[src/sv/btmx_ram.sv]
// Generic single-port-write, single-port-read RAM with a registered read.
// Used for the trie link store and the node count store; no dependencies.
module btmx_ram #(
    parameter int WIDTH = 8,
    parameter int DEPTH = 64
) (
    input  logic                     i_clk,
    input  logic                     i_we,
    input  logic [$clog2(DEPTH)-1:0] i_waddr,
    input  logic [WIDTH-1:0]         i_wdata,
    input  logic                     i_re,
    input  logic [$clog2(DEPTH)-1:0] i_raddr,
    output logic [WIDTH-1:0]         o_rdata
);

    logic [WIDTH-1:0] r_mem [DEPTH];
    logic [WIDTH-1:0] r_rdata;

    // Write port, and a read port whose data holds until the next read.
    always_ff @(posedge i_clk) begin
        if (i_we) begin
            r_mem[i_waddr] <= i_wdata;
        end
        if (i_re) begin
            r_rdata <= r_mem[i_raddr];
        end
    end

    assign o_rdata = r_rdata;

endmodule

[config.mk]
export PLATFORM = sky130hd
export DESIGN_NAME = btmx_ram
export DESIGN_NICKNAME = d
export VERILOG_FILES = /design/src/sv/btmx_ram.sv
export SDC_FILE = /design/constraint.sdc
export NUM_CORES = 1
export LEC_CHECK = 0
export BUFFER_PORTS_ARGS = -buffer_cell sky130_fd_sc_hd__buf_2
export CORE_UTILIZATION = 50
export CTS_CLUSTER_SIZE = 40
export DETAILED_ROUTE_END_ITERATION = 8
export MAX_ROUTING_LAYER = met4
export PLACE_DENSITY = 0.66
export RECOVER_POWER = 25
export SLEW_MARGIN = 20
export SYNTH_ARGS = -nofsm -noshare
export SYNTH_HDL_FRONTEND = slang
export SYNTH_SLANG_ARGS = --single-unit
[constraint.sdc]
create_clock -name i_clk -period 3.3 [get_ports i_clk]
set_input_delay 0.165 -clock i_clk [delete_from_list [all_inputs] [get_ports i_clk]]
set_output_delay 0.165 -clock i_clk [all_outputs]
set_load 0.02 [all_outputs]
### After elaboration in Yosys (flattened, before gate mapping)

Memories as Yosys holds them, arrays and structs flattened. A register that Yosys moved wholly into a read port is not among the register bits.
Cells that the tools add are included.

| word-level totals | value |
|---|---|
| flip-flop bits (word level) | 0 |
| bits in latches | 0 |
| bits in writable memories | 512 |
| memory bits (read-only) | 0 |
| bits of input ports | 23 |
| output and inout bits | 8 |
| word-level logic and storage cells | 3 |
| memories kept | 1 |

| cells by class | value |
|---|---|
| add/subtract/negate cells | 0 |
| $mul | 0 |
| divide/modulo/power cells | 0 |
| magnitude comparators | 0 |
| equal/unequal tests | 0 |
| shifts and indexed selects | 0 |
| mux-type cells | 2 |
| bitwise gates (word level) | 0 |
| reductions and logical operators | 0 |

Memories:

| memory | depth | width | read ports | clocked after memory_dff | write ports | RTL line | source |
|---|---|---|---|---|---|---|---|
| r_mem | 64 | 8 | 1 | 1 | 1 | 16 | `logic [WIDTH-1:0] r_mem [DEPTH];` |

Operator list:

| cell | count |
|---|---|
| $mux 1 | 2 |

### Depth between registers and ports, before layout

| depth | value |
|---|---|
| word-level depth | 2 |
| depth in mapped cells | 9 |
| gate-level depth less buffers | 5 |

### Worst setup path before layout

Ideal clock, no wire load.

| timing | value |
|---|---|
| path type | in2reg |
| start point | input port i_raddr[1] |
| end point | register r_rdata[3], in the netlist o_rdata[3], read port of r_mem, data pin |
| setup time | 266 ps |
| arrival | 1,705 ps |
| data required time | 3,034 ps |
| path slack | 1,329 ps |
| stages on the path | 7 |
| path buffers | 3 |
| cell sequence | buf_4 buf_2 buf_2 mux4_2 mux4_2 o21ai_1 o41ai_1 |

RTL lines:

| element | RTL line | source |
|---|---|---|
| from (decl) | 12 | `input logic [$clog2(DEPTH)-1:0] i_raddr,` |
| to (decl) | 17 | `logic [WIDTH-1:0] r_rdata;` |

==> summary.txt <==
Run status
  • Failing checks: max-capacitance violations, max-slew violations
  • Status: finished, violations left

Final layout
  • Most frequent cells in the layout: edfxtp_1, mux4_2, nor2_1
  • Layout cells sized above 1: 27.5%
  • Layout net count: between 1000 and 1500
  • Most common cell after layout, fill and taps aside: edfxtp_1
  • Layout area overhead: 12.7%
  • Final core utilization: a little under three fifths
  • # diodes: 0

Clock tree
  • Post-CTS setup buffers: 0
  • CTS Root Cell: clkbuf_16
  • Hold-fix buffers, CTS: 1
  • Post_cts resized: 0
  • Clk slew on worst S/H paths: ~0.060 ns
  • TritonCTS Buffers: 50
  • H-tree depth: 2
  • Max Buffers Root-to-Sink: 3
  • Clk sinks: between 500 and 600
  • Clk_lat worst skew: 0.57 ns
  • TritonCTS clock tree: done

Synthesis
  • Top-area cell type share of the netlist area: 77.1%
  • Post-Synth XOR/XNOR Area: 0%
  • YS warnings: 0
  • Sequential element share of the synthesized area: approximately 77%
  • Seq cells post-synth: 520
  • Compound-Gate Fraction of Synth Area: 2.06%
  • Syn_nets: approximately 960
  • Mux contribution to synthesized area: 15.9%
  • Cell area after synthesis: 20200 µm²
  • Syn avg cell area: 21.5 µm²
  • Post-synth cell types: 39
  • Post-Synthesis Cells: 940
  • Main combinational cell family by area after synthesis: multiplexers
  • Post-Synth Simple-Gate Area: 3.37%
  • Post-Synth Adder-Cell Area: 0%
  • Top post-synthesis cells by area: edfxtp_1, mux4_2, nor2_1, mux2i_1, mux2_2
  • Yosys top cell by area: edfxtp_1

Die
  • Die ar.: 41300 µm²
  • Die H: between 200 and 250 µm
  • Num ports: 31
  • Die width: approximately 200 µm
  • Core ar.: 39800 µm²
  • Initial Util: 50.8%
  • Site Rows: 73

STA
  • Final Max Tran Viols: 260
  • Worst slew pin tran: 2.88 ns
  • RSZ-0062 raised after global routing: no
  • Final setup fails: 0
  • Fin crit period: 2.34 ns
  • Highest Clock Rate: 428 MHz
  • Final Skew: 0.0259 ns
  • Setup_tns: 0 ns
  • Final Hold Violating Endpoints: 0
  • Worst slew margin: -92.2%
  • Tcrit/Tclk final: 70.8%
  • Hold slack: 0.163 ns

Worst setup path
  • Data required, critical path: 3.57 ns
  • Critical path startpoint category: flop
  • Max FO, Critical Path: 1
  • CP bufs+invs: 0
  • Crit path max-delay family: multiplexers
  • Slowest stage cell on the critical path: mux4_2
  • CP arrival: ~2.6 ns
  • Setup crit end kind: flop
  • Crit path cell chain: mux4_2, mux2_2, o221a_2, nor3_1, o32ai_1
  • Slowest stage delay, CP: 0.47 ns
  • Worst setup path class: flop to flop

Route
  • DRT Wirelength: roughly 44000 µm
  • DR vias: 9739
  • DR pass1 iterations: 7
  • 1st-iter DRT viols: 974
  • DRC errors left: 0
  • Remaining antenna violation count after routing: 0
  • WL per Instance: 27.5 µm
  • Vias/cell: 6.11

Placement
  • Port bufs: 30
  • DP HPWL: roughly 27000 µm
  • Gpl congestion: approximately 0.85

Power and ir drop
  • Power per cell area: 596 nW/µm²
  • Leakage: around 7.2 nW
  • Max VDD drop: around 0.00028 V

Global route
  • Largest net degree at the start of global routing: 65
  • GR Util All Layers: 22.8%
  • Vias in the first global route: 9866
  • Total grt overflow: 0
  • First-pass GRT wire length: 66000 µm
  • Initial antenna violation count: 0

Flow run
  • Number of max-cap violations: 4

Hold path
  • Worst hold path type: input port to flop
==> layer usage <==
metal,global-route usage [%],share of wire (%)
met1,32.6,42
met2,34.7,49
met3,3.61,7.0
met4,5.99,2.2
met5,-,0
==> final cells by class <==
class	count	area, µm²
sequential	520	15600
multi-input combinational	369	4320
clock inverter	29	272
clock buffer	64	1330
fill	2953	17000
timing repair buffer	88	633
tap	525	657
==> path summary, 6_finish.rpt <==
kind	start	to	slack [ns]	cells past startpoint
max	r_mem[21][4]$_DFFE_PP_	o_rdata[4]$_DFFE_PP_	0.96	5
min	i_raddr[5]	o_rdata[6]$_DFFE_PP_	0.16	3
max reg2reg	r_mem[21][4]$_DFFE_PP_	o_rdata[4]$_DFFE_PP_	0.96	5
min reg2reg	r_mem[35][1]$_DFFE_PP_	o_rdata[1]$_DFFE_PP_	0.95	4
==> cells by family after synthesis <==
logic type,after synthesis
DFF,520
muxes,162
and+or+nand+nor,153
AOI/OAI and AO/OA,54
buffers and inverters,51
==> flip-flops by register name (all words and copies together) (netlist names) <==
name / count
r_mem: 512
o_rdata: 8
==> worst reg2reg max path, cell delays in order, from the launching register on <==
cell and delay (ns):
edfxtp_1 0.35, mux4_2 0.47, mux2_2 0.31, o221a_2 0.29, nor3_1 0.46, o32ai_1 0.17
==> synth_stat cells, drive strengths merged <==
cell type	number
nand4b	1
a221oi	6
a21oi	3
o21a	2
or3	1
o32ai	2
o311ai	1
nor2	83
mux4	126
a2111oi	2
a22oi	3
o2111ai	3
nand3	13
mux2i	23
nor3	7
mux2	13
nand2b	7
nor2b	14
o221ai	8
clkbuf	17
nand3b	3
a31oi	1
nand2	19
edfxtp	520
o221a	2
o21ai	4
o2bb2ai	3
o41ai	2
nand4	2
o22ai	8
a211oi	4
and2	1
buf	34
nor4	2
==> through the flow <==
step / instance area (µm²) / setup slack [ns] / instances / power (mW)
floorplan: 20200 / 1.33 / 940 / 7.88
global placement: 21200 / 0.464 / 1501 / 8.16
detailed placement: 21200 / 0.517 / 1501 / 8.17
CTS: 22800 / 0.946 / 1595 / 13.7
global route: 22800 / 0.715 / 1595 / 14.0
finish: 22800 / 0.964 / 1595 / 13.6
==> report_power, final <==
part	switching (mW)	leakage (nW)	internal, mW
clock network	2.35	0.781	3.23
logic	0.419	1.70	0.256
registers	0.0182	4.69	7.33
total	2.79	7.16	10.8
Power figures use the tool's default switching activity.
